**config.mk**
```make
export PLATFORM = sky130hd
export DESIGN_NAME = ssa_ctrl
export DESIGN_NICKNAME = d
export VERILOG_FILES = /design/src/rtl/ssa_pkg.sv /design/src/rtl/ssa_ctrl.sv
export SDC_FILE = /design/constraint.sdc
export NUM_CORES = 1
export LEC_CHECK = 0
export BUFFER_PORTS_ARGS = -buffer_cell sky130_fd_sc_hd__buf_4
export CAP_MARGIN = 20
export CORE_MARGIN = 2
export CORE_UTILIZATION = 52
export CTS_CLUSTER_DIAMETER = 100
export DETAILED_ROUTE_END_ITERATION = 8
export PLACE_DENSITY_LB_ADDON = 0.08
export SYNTH_ARGS = -nofsm -noshare
export SYNTH_HDL_FRONTEND = slang
export SYNTH_SLANG_ARGS = --single-unit
```
**constraint.sdc**
```tcl
create_clock -name i_clk -period 3.2 [get_ports i_clk]
set_input_delay 0.64 -clock i_clk [delete_from_list [all_inputs] [get_ports i_clk]]
set_output_delay 0.64 -clock i_clk [all_outputs]
set_load 0.1 [all_outputs]
```
**src/rtl/ssa_pkg.sv**
```systemverilog
// Slab slot allocator: shared codes, field widths and the command/status
// structs between the controller and the datapath. No dependencies.
`timescale 1ns / 1ps
`default_nettype none

package ssa_pkg;

    // Field widths fixed by the interface
    localparam int ADDR_W    = 32;
    localparam int SIZE_W    = 17;
    localparam int COUNT_W   = 11;
    localparam int STATUS_W  = 3;
    localparam int REQ_W     = 2;
    localparam int CFG_IDX_W = 2;

    // Request codes
    localparam logic [REQ_W-1:0] REQ_INIT  = 2'd0;
    localparam logic [REQ_W-1:0] REQ_ALLOC = 2'd1;
    localparam logic [REQ_W-1:0] REQ_FREE  = 2'd2;

    // Status codes
    localparam logic [STATUS_W-1:0] ST_OK       = 3'd0;
    localparam logic [STATUS_W-1:0] ST_EMPTY    = 3'd1;
    localparam logic [STATUS_W-1:0] ST_RANGE    = 3'd2;
    localparam logic [STATUS_W-1:0] ST_ALIGN    = 3'd3;
    localparam logic [STATUS_W-1:0] ST_NOT_USED = 3'd4;

    // Configuration register indexes
    localparam logic [CFG_IDX_W-1:0] CFG_BASE  = 2'd0;
    localparam logic [CFG_IDX_W-1:0] CFG_SIZE  = 2'd1;
    localparam logic [CFG_IDX_W-1:0] CFG_COUNT = 2'd2;

    // Controller to datapath
    typedef struct packed {
        logic                load;        // capture the input word
        logic                sweep_step;  // clear one used bit, fill one stack entry
        logic                set_count;   // free count takes the effective slot count
        logic                pop;         // pop stack top, mark used, form product
        logic                add;         // form payload address
        logic                div_start;   // load divider with the slot offset
        logic                div_step;    // one quotient bit
        logic                put_back;    // clear used bit, push slot back
        logic                res_write;   // load the output register
        logic                res_pay;     // result carries the payload address
        logic [STATUS_W-1:0] res_status;
    } t_cmd;

    // Datapath to controller
    typedef struct packed {
        logic sweep_last;
        logic empty;
        logic pre_bad;
        logic div_last;
        logic idx_bad;
        logic rem_nz;
        logic used;
        logic out_busy;
    } t_sts;

endpackage

`default_nettype wire

```
**src/rtl/ssa_ctrl.sv**
```systemverilog
// Slab slot allocator controller: sequences init, allocate and free words
// over the datapath. Depends on ssa_pkg.
`timescale 1ns / 1ps
`default_nettype none

module ssa_ctrl
    import ssa_pkg::*;
(
    input  wire logic             i_clk,
    input  wire logic             i_rst_n,
    input  wire logic             i_in_valid,
    input  wire logic [REQ_W-1:0] i_req_type,
    output logic                  o_in_stall,
    output t_cmd                  o_cmd,
    input  wire t_sts             i_sts
);

    localparam logic [3:0] S_CLEAR     = 4'd0;
    localparam logic [3:0] S_IDLE      = 4'd1;
    localparam logic [3:0] S_INIT      = 4'd2;
    localparam logic [3:0] S_ALLOC     = 4'd3;
    localparam logic [3:0] S_ALLOC_ADD = 4'd4;
    localparam logic [3:0] S_FREE_CHK  = 4'd5;
    localparam logic [3:0] S_DIV       = 4'd6;
    localparam logic [3:0] S_FREE_TEST = 4'd7;
    localparam logic [3:0] S_FREE_UPD  = 4'd8;
    localparam logic [3:0] S_DONE      = 4'd9;

    logic [3:0]          r_state, n_state;
    logic [STATUS_W-1:0] r_status, n_status;
    logic                r_pay, n_pay;
    logic                w_accept;

    assign o_in_stall = (r_state != S_IDLE);
    assign w_accept   = i_in_valid && (r_state == S_IDLE);

    // Next state and commands
    always_comb begin
        n_state  = r_state;
        n_status = r_status;
        n_pay    = r_pay;
        o_cmd    = '0;
        o_cmd.load = w_accept;
        unique case (r_state)
            S_CLEAR: begin
                o_cmd.sweep_step = 1'b1;
                if (i_sts.sweep_last) begin
                    n_state = S_IDLE;
                end
            end
            S_IDLE: begin
                if (i_in_valid) begin
                    n_status = ST_OK;
                    n_pay    = 1'b0;
                    unique case (i_req_type)
                        REQ_INIT:  n_state = S_INIT;
                        REQ_ALLOC: n_state = S_ALLOC;
                        REQ_FREE:  n_state = S_FREE_CHK;
                        default:   n_state = S_DONE;
                    endcase
                end
            end
            S_INIT: begin
                o_cmd.sweep_step = 1'b1;
                if (i_sts.sweep_last) begin
                    o_cmd.set_count = 1'b1;
                    n_state         = S_DONE;
                end
            end
            S_ALLOC: begin
                if (i_sts.empty) begin
                    n_status = ST_EMPTY;
                    n_state  = S_DONE;
                end else begin
                    o_cmd.pop = 1'b1;
                    n_state   = S_ALLOC_ADD;
                end
            end
            S_ALLOC_ADD: begin
                o_cmd.add = 1'b1;
                n_pay     = 1'b1;
                n_state   = S_DONE;
            end
            S_FREE_CHK: begin
                if (i_sts.pre_bad) begin
                    n_status = ST_RANGE;
                    n_state  = S_DONE;
                end else begin
                    o_cmd.div_start = 1'b1;
                    n_state         = S_DIV;
                end
            end
            S_DIV: begin
                o_cmd.div_step = 1'b1;
                if (i_sts.div_last) begin
                    n_state = S_FREE_TEST;
                end
            end
            S_FREE_TEST: begin
                // range before boundary; used bit read is in flight
                if (i_sts.idx_bad) begin
                    n_status = ST_RANGE;
                    n_state  = S_DONE;
                end else if (i_sts.rem_nz) begin
                    n_status = ST_ALIGN;
                    n_state  = S_DONE;
                end else begin
                    n_state = S_FREE_UPD;
                end
            end
            S_FREE_UPD: begin
                if (!i_sts.used) begin
                    n_status = ST_NOT_USED;
                end else begin
                    o_cmd.put_back = 1'b1;
                end
                n_state = S_DONE;
            end
            S_DONE: begin
                if (!i_sts.out_busy) begin
                    o_cmd.res_write  = 1'b1;
                    o_cmd.res_pay    = r_pay;
                    o_cmd.res_status = r_status;
                    n_state          = S_IDLE;
                end
            end
            default: begin
                n_state = S_IDLE;
            end
        endcase
    end

    // State registers
    always_ff @(posedge i_clk) begin
        if (!i_rst_n) begin
            r_state <= S_CLEAR;
        end else begin
            r_state <= n_state;
        end
        r_status <= n_status;
        r_pay    <= n_pay;
    end

endmodule

`default_nettype wire

```
==> results of run 1 <==
-- sequential cells by signal, indices dropped and copies added, names as in the netlist --
| name | cells |
|---|---|
| r_state | 4 |
| r_status | 3 |
| r_pay | 1 |
-- worst paths after layout --
kind / from / to / slack [ps] / cells after the start
max: r_state[3] / o_cmd[3] / 700 / 4
min: i_rst_n / r_state[1] / 660 / 2
max reg2reg: r_state[1] / r_status[0] / 1270 / 3
min reg2reg: r_state[0] / r_status[0] / 770 / 2
-- final cells by class --
class	count	share of cell area
clock buffer	4	0.02731
inverter	5	0.01951
multi-input combinational	68	0.5150
sequential	8	0.2081
tap	15	0.01951
timing repair buffer	27	0.2107
-- power breakdown --
group / leakage, uW / internal, uW / switching, uW
Sequential: 0.0000700 / 115 / 10.2
Clock: 0.0000150 / 47.9 / 37.8
Combinational: 0.000353 / 51.9 / 99.3
Total: 0.000438 / 215 / 147
-- kinds of logic after synthesis --
| group | Yosys count | synth area share |
|---|---|---|
| buf+inv | 13 | 0.1185 |
| compound gates | 21 | 0.2094 |
| simple gates | 46 | 0.4010 |
| xor+xnor | 1 | 0.01137 |
| flops | 8 | 0.2598 |
-- per-stage QoR --
stage | instance area (um2) | util | std cells | total power (uW) | setup WS [ps]
3_5_place_dp | 935.9 | 0.6932 | 123 | 276.7 | 983.7
3_3_place_gp | 935.9 | 0.6932 | 123 | 273.8 | 1049
6_report | 962.2 | 0.7127 | 127 | 361.8 | 703.5
5_1_grt | 962.2 | 0.7127 | 127 | 377.7 | 608.4
4_1_cts | 962.2 | 0.7127 | 127 | 362.5 | 711.3
2_1_floorplan | 787.0 | - | 89 | 244.6 | 173.3
-- synthesized netlist by cell type, types with 2 or more instances --
master	count	area share
nor3_2	3	0.039
edfxtp_1	4	0.16
inv_1	4	0.019
nor2_1	5	0.024
nor3b_1	2	0.019
o21ai_1	2	0.013
a211oi_1	3	0.029
and3_1	2	0.016
buf_6	4	0.058
nand3_1	2	0.013
nor2b_1	3	0.024
nand2b_1	3	0.024
dfxtp_1	4	0.10
buf_4	3	0.029
o21ai_0	2	0.013
a21oi_1	3	0.019
nor3_1	5	0.032
nand2_1	4	0.019
and2_1	7	0.057
-- placed cells by master, fill, tap and decap left out, types with 3 or more instances in the layout --
cell type,synthesis,final
nand2b_1,3,3
nor2_1,5,5
and2_1,7,7
clkbuf_4,0,3
nor2b_1,3,3
a211oi_1,3,3
buf_4,3,27
nor3_1,5,3
nand2_1,4,4
edfxtp_1,4,4
a21oi_1,3,3
inv_1,4,4
nor3_2,3,4
dfxtp_1,4,4
-- worst max-delay path: cells and delay by family, from the launching register on --
family                 cells  cell delay [ps]
DFF                        1              570
and+or+nand+nor            3              760
buffers and inverters      1              280
-- layer usage --
layer	GRT usage	routed length [um]	up-vias
met5	0	0	-
met4	0.1313	62	0
met3	0.05603	117	6
met2	0.4277	1091	35
met1	0.2730	770	371
li1	-	-	370
==> impl_metrics.tcl, run 1 <==
set metrics [dict create \
    status "completed" \
    ctsResizeCount 0 \
    syn-num-nets 102 \
    async_flop_share 0 \
    worst_setup_path_end_kind "output pin" \
    yosys_warnings 0 \
    place_congestion 0.8952 \
    cp_slowest_stage_delay_ps 570 \
    arrival_ps 1860 \
    grt_max_degree 21 \
    die_y_um 42.50 \
    worst_hold_slack_ps 663.4 \
    grt_pass1_wl_um 3263 \
    synth_edf_count 4 \
    routed_wirelength_um 2042 \
    fin_tns_setup_ps 0 \
    core_area_um2 1350 \
    nets 126 \
    cts_setup_buffers 0 \
    fin_crit_sh 0.7802 \
    hold_buffers 0 \
    ys.flop_type "edfxtp_1" \
    syn2layout_area_growth_pct 24.84 \
    cp_slowest_cell "dfxtp_1" \
    cts_tree "yes" \
    clk_latency_ps 260 \
    portBuffers 26 \
    num_rows 13 \
    syn-instance-count 89 \
    clockBufferDepth 2 \
    grt_pass1_vias 716 \
    ant_nets 0 \
    drv_cap 0 \
    die_x_um 42.50 \
    drt_iter0_drc 21 \
    num_io_pins 27 \
    min_path_type "input port to flop" \
    remaining_drc_errors 0 \
    htree_levels 1 \
    diodes 0 \
    via_per_inst 6.157 \
    dp_hpwl_um 1628 \
    timing.final.hold_violations 0 \
    seq_area_um2 200.2 \
    critPathRequiredTime_ps 2560 \
    rsz0062_at_grt "no" \
    clkTransAtPathRegs_ps 50 \
    setup_viol 0 \
    initial_utilization 0.5709 \
    multiInputGateArea_um2 495.5 \
    worst_pin_slew_ps 725.2 \
    path_cells "or2b_1 -> nor3_4 -> and2_1 -> buf_4" \
    ys_seq_area_frac 0.2597 \
    crit_fanout 11 \
    finClkSkew_ps 8.056 \
    num_vias 782 \
    drive_gt1_frac 0.3661 \
    first_pass_iters 4 \
    wl_per_cell_um 16.08 \
    die-area_um2 1806 \
    p_leak_uw 0.0004382 \
    fmax_mhz 400.6 \
    grt_antenna_before_repair 0 \
    ir_drop_mv 0.2134 \
    syn_area_um2 770.7 \
    fillers 121 \
    fin_crit_ps 2497 \
    avgSynthCellArea_um2 8.660 \
    track_usage 0.2456 \
    clockRootBuffer "clkbuf_4" \
    numCtsBuffers 3 \
    cts_num_sinks 8 \
    slew-limit-headroom 0.5159 \
    overflow 0 \
    finalMaxSlewViolations 0 \
    yosys.cell_types.count 43 \
    cellPowerDensity_nw_per_um2 376.0 \
    ys_seq_elements 8 \
    cp-start-kind "flop" \
    critical_path_class "flop to output pin" \
]
Note: power is estimated with default switching activity, not from simulation.
==> run 2, diff against run 1 <==
--- a/config.mk
+++ b/config.mk
@@ -8,7 +8,7 @@
 export BUFFER_PORTS_ARGS = -buffer_cell sky130_fd_sc_hd__buf_4
 export CAP_MARGIN = 20
 export CORE_MARGIN = 2
-export CORE_UTILIZATION = 52
+export CORE_UTILIZATION = 44
 export CTS_CLUSTER_DIAMETER = 100
 export DETAILED_ROUTE_END_ITERATION = 8
 export PLACE_DENSITY_LB_ADDON = 0.08
==> constraint.sdc (replaced) <==
create_clock -name i_clk -period 2.06 [get_ports i_clk]
set_input_delay 0.412 -clock i_clk [delete_from_list [all_inputs] [get_ports i_clk]]
set_output_delay 0.412 -clock i_clk [all_outputs]
set_load 0.1 [all_outputs]
==> impl_metrics.tcl, run 2 (synthesized netlist as in run 1, its figures left out) <==
set metrics [dict create \
    htree_levels 1 \
    p_leak_uw 0.0004985 \
    worst_setup_path_end_kind "output pin" \
    rsz0062_at_grt "no" \
    portBuffers 26 \
    grt_pass1_wl_um 2994 \
    die_x_um 45.86 \
    cp-start-kind "flop" \
    slew-limit-headroom 0.7670 \
    largest_reg_flops 4 \
    finish.utilization 0.6407 \
    arrival_ps 1600 \
    core_area_um2 1689 \
    cts_num_sinks 8 \
    ant_nets 0 \
    dp_hpwl_um 1544 \
    via_per_inst 5.852 \
    p_clk_frac 0.235 \
    fin_area_um2 1082 \
    whs_path_depth 2 \
    drv_cap 0 \
    hold_end "r_state[3]" \
    syn2layout_area_growth_pct 40.42 \
    timing.final.hold_violations 0 \
    layout_commonest_cell "buf_4" \
    worst_pin_slew_ps 348.0 \
    fillers 150 \
    grt_pass1_vias 681 \
    num_io_pins 27 \
    rr_endpoint "r_status[0]" \
    num_vias 790 \
    cts_tree "yes" \
    min_path_type "input port to flop" \
    clk_latency_ps 260 \
    setup_viol 0 \
    clockRootBuffer "clkbuf_4" \
    worstHoldStart "i_rst_n" \
    cts_setup_buffers 0 \
    ff2ff_path_depth 5 \
    hold_buffers 0 \
    fin_cells 135 \
    status "completed" \
    grt_antenna_before_repair 0 \
    intPower_uw 348.9 \
    critical_path_class "flop to output pin" \
    crit_fanout 5 \
    routed_wirelength_um 1929 \
    regMostFlops "r_state" \
    timing.rr.start "r_state[1]" \
    clkTransAtPathRegs_ps 70 \
    wl_per_cell_um 14.29 \
    finalMaxSlewViolations 0 \
    ir_drop_mv 0.3470 \
    initial_utilization 0.4563 \
    p_total_uw 584.1 \
    overflow 0 \
    fin_crit_ps 2012 \
    multiInputGateArea_um2 526.8 \
    numCtsBuffers 3 \
    num_rows 15 \
    p_seq_frac 0.324 \
    swShare 0.4026 \
    critPathRequiredTime_ps 1650 \
    die_y_um 45.86 \
    fin_crit_sh 0.9769 \
    diodes 0 \
    largestRegisters "r_state (4), r_status (3), r_pay (1)" \
    fin_tns_setup_ps 0 \
    clockBufferDepth 2 \
    die-area_um2 2103 \
    cellPowerDensity_nw_per_um2 539.7 \
    drt_iter0_drc 23 \
    comb_power_share 0.441 \
    finClkSkew_ps 8.379 \
    place_congestion 0.8153 \
    rrSetupSlack_ps 380 \
    track_usage 0.2011 \
    dp.cells 131 \
    nets 132 \
    placed_area_um2 1011 \
    p_switching_uw 235.1 \
    first_pass_iters 4 \
    drive_gt1_frac 0.4746 \
    fmax_mhz 496.9 \
    remaining_drc_errors 0 \
    grt_max_degree 14 \
    mostFrequentLayoutCells "buf_4 (27), nor2_1 (5)" \
    seq_area_um2 203.9 \
]
==> run 2: through the flow <==
stage / hold slack (ps) / worst slack (ps)
2_1_floorplan: 548.4 / -346.6
3_3_place_gp: 687.2 / 214.4
6_report: 421.0 / 47.62
4_1_cts: 417.7 / 0.5421
5_1_grt: 426.8 / 12.37
3_5_place_dp: 693.3 / 154.4
==> run 2: layout make-up <==
type                       count  share of cell area
multi-input combinational     68              0.4867
inverter                       5             0.01734
tap                           17             0.01965
clock buffer                   4             0.02428
sequential                     8              0.1884
timing repair buffer          33              0.2636
==> run 2: how the worst max path moves through the flow <==
| stage | start | endpoint | slack (ps) | depth (start not counted) |
|---|---|---|---|---|
| after global placement | r_state[3] | o_cmd[2] | 210 | 4 |
| after floorplan | r_state[2] | o_cmd[0] | -350 | 3 |
| final | r_state[3] | o_cmd[2] | 50 | 4 |
| after detailed placement | r_state[3] | o_cmd[0] | 150 | 4 |
| after global routing | r_state[1] | o_cmd[5] | 10 | 4 |
| after CTS | r_state[3] | o_cmd[1] | 0.5 | 4 |
==> run 2: timing repair <==
item / in CTS / in global routing
endpoints found under the setup margin: 5 / 4
pin swaps: 0 / 1
resized for setup: 8 / 5
==> run 2: critical path, cell delays in order, from the launching register on <==
cell and delay (ps):
dfxtp_2 400, or2b_4 320, nor3_4 240, and2_4 190
buf_8 190
==> run 2: power by group through the flow <==
| stage | Clock (uW) | Sequential, uW | Combinational [uW] |
|---|---|---|---|
| detailed placement | 0 | 191 | 256 |
| global placement | 0 | 191 | 256 |
| finish | 137 | 189 | 257 |
| CTS | 142 | 188 | 257 |
| global route | 147 | 191 | 274 |
| floorplan | 0 | 185 | 200 |
==> run 2: per-layer routing <==
layer	up-vias	GRT usage	share of wire
met5	-	0	0
met1	353	0.2500	0.42
met3	11	0.05159	0.080
li1	383	-	-
met2	43	0.3167	0.48
met4	0	0.1029	0.024
==> run 3, diff against run 2 <==
--- a/config.mk
+++ b/config.mk
@@ -8,7 +8,7 @@
 export BUFFER_PORTS_ARGS = -buffer_cell sky130_fd_sc_hd__buf_4
 export CAP_MARGIN = 20
 export CORE_MARGIN = 2
-export CORE_UTILIZATION = 44
+export CORE_UTILIZATION = 52
 export CTS_CLUSTER_DIAMETER = 100
 export DETAILED_ROUTE_END_ITERATION = 8
 export PLACE_DENSITY_LB_ADDON = 0.08
==> constraint.sdc (replaced) <==
create_clock -name i_clk -period 2.5 [get_ports i_clk]
set_input_delay 0.5 -clock i_clk [delete_from_list [all_inputs] [get_ports i_clk]]
set_output_delay 0.5 -clock i_clk [all_outputs]
set_load 0.1 [all_outputs]
==> impl_metrics.tcl, run 3 (synthesized netlist as in run 1, its figures left out) <==
set metrics [dict create \
    status "completed" \
    cts_tree "yes" \
    core_area_um2 1350 \
    rsz0062_at_grt "no" \
    worstHoldStart "i_rst_n" \
    setup_ws_ps 206.4 \
    initial_utilization 0.5709 \
    setup_viol 0 \
    crit_fanout 20 \
    layout_commonest_cell "buf_4" \
    hold_buffers 0 \
    grt_antenna_before_repair 0 \
    rr_endpoint "r_status[2]" \
    ctsResizeCount 0 \
    fillers 119 \
    die_y_um 42.50 \
    clockBufferDepth 2 \
    via_per_inst 5.764 \
    fin_crit_ps 2294 \
    overflow 0 \
    routed_wirelength_um 1823 \
    drive_gt1_frac 0.4196 \
    p_leak_uw 0.0004464 \
    ant_nets 0 \
    finClkSkew_ps 8.859 \
    timing.rr.start "r_state[1]" \
    nets 126 \
    worst_hold_slack_ps 523.9 \
    largestRegisters "r_state (4), r_status (3), r_pay (1)" \
    grt_max_degree 21 \
    arrival_ps 1790 \
    critical_path_class "flop to output pin" \
    drv_cap 0 \
    place_congestion 0.8683 \
    grt_pass1_wl_um 2904 \
    finalMaxSlewViolations 0 \
    timing.final.hold_violations 0 \
    fmax_mhz 436.0 \
    first_pass_iters 4 \
    cp-start-kind "flop" \
    fin_tns_setup_ps 0 \
    largest_reg_flops 4 \
    clockRootBuffer "clkbuf_4" \
    fin_crit_sh 0.9174 \
    portBuffers 26 \
    clkTransAtPathRegs_ps 50 \
    syn2layout_area_growth_pct 26.62 \
    track_usage 0.2135 \
    die_x_um 42.50 \
    die-area_um2 1806 \
    wl_per_cell_um 14.35 \
    num_rows 13 \
    regMostFlops "r_state" \
    clk_latency_ps 260 \
    grt_pass1_vias 672 \
    slew-limit-headroom 0.5310 \
    worst_pin_slew_ps 702.6 \
    remaining_drc_errors 0 \
    worst_setup_path_end_kind "output pin" \
    ff2ff_path_depth 3 \
    whs_path_depth 2 \
    cts_setup_buffers 0 \
    num_io_pins 27 \
    critPathRequiredTime_ps 2000 \
    cts_num_sinks 8 \
    dp_hpwl_um 1418 \
    diodes 0 \
    hold_end "r_state[1]" \
    htree_levels 1 \
    post-place-ws_ps 384.3 \
    mostFrequentLayoutCells "buf_4 (27), nor2_1 (5)" \
    drt_iter0_drc 10 \
    rrSetupSlack_ps 620 \
    num_vias 732 \
    cellPowerDensity_nw_per_um2 472.2 \
    numCtsBuffers 3 \
    min_path_type "input port to flop" \
    ir_drop_mv 0.2381 \
]
-- run 3: how the worst max path moves through the flow --
stage                     from       end  slack, ps  depth (start not counted)
floorplan           r_state[2]  o_cmd[0]       -370                          3
CTS                 r_state[3]  o_cmd[1]        110                          4
finish              r_state[1]  o_cmd[1]        210                          4
global route        r_state[1]  o_cmd[1]         80                          4
detailed placement  r_state[3]  o_cmd[1]        380                          4
global placement    r_state[3]  o_cmd[1]        450                          4
-- run 3: per-stage QoR --
| step | utilization | std cells | power, uW | area (um2) |
|---|---|---|---|---|
| floorplan | - | 89 | 313.9 | 799.5 |
| global placement | 0.7025 | 123 | 350.9 | 948.4 |
| detailed placement | 0.7025 | 123 | 352.5 | 948.4 |
| CTS | 0.7220 | 127 | 463.1 | 974.7 |
| global route | 0.7229 | 127 | 483.7 | 975.9 |
| finish | 0.7229 | 127 | 460.9 | 975.9 |
-- run 3: where the power goes --
group / leakage (uW) / switching (uW) / internal [uW]
clock: 0.0000150 / 47.3 / 61.3
combinational: 0.000360 / 126 / 66.7
sequential: 0.0000710 / 12.8 / 147
total: 0.000446 / 186 / 275
-- run 3: final cells by class --
| type | count | area, um2 | area share |
|---|---|---|---|
| Clock buffer | 4 | 26.28 | 0.02692 |
| Inverter | 5 | 18.77 | 0.01923 |
| Multi-Input combinational cell | 68 | 506.7 | 0.5192 |
| Sequential cell | 8 | 202.7 | 0.2077 |
| Tap cell | 15 | 18.77 | 0.01923 |
| Timing Repair Buffer | 27 | 202.7 | 0.2077 |
-- run 3: critical path, stage by stage (launching register included) --
cell,delay (ps)
dfxtp_1,520
nand2b_1,330
nor3_4,220
and2_4,180
buf_4,280
-- run 3: layer usage --
| metal | GRT usage | vias up | wire length (um) |
|---|---|---|---|
| met5 | 0 | - | 0 |
| met4 | 0.07500 | 0 | 18 |
| met3 | 0.06897 | 2 | 103 |
| met2 | 0.3569 | 25 | 884 |
| met1 | 0.2539 | 335 | 817 |
| li1 | - | 370 | - |
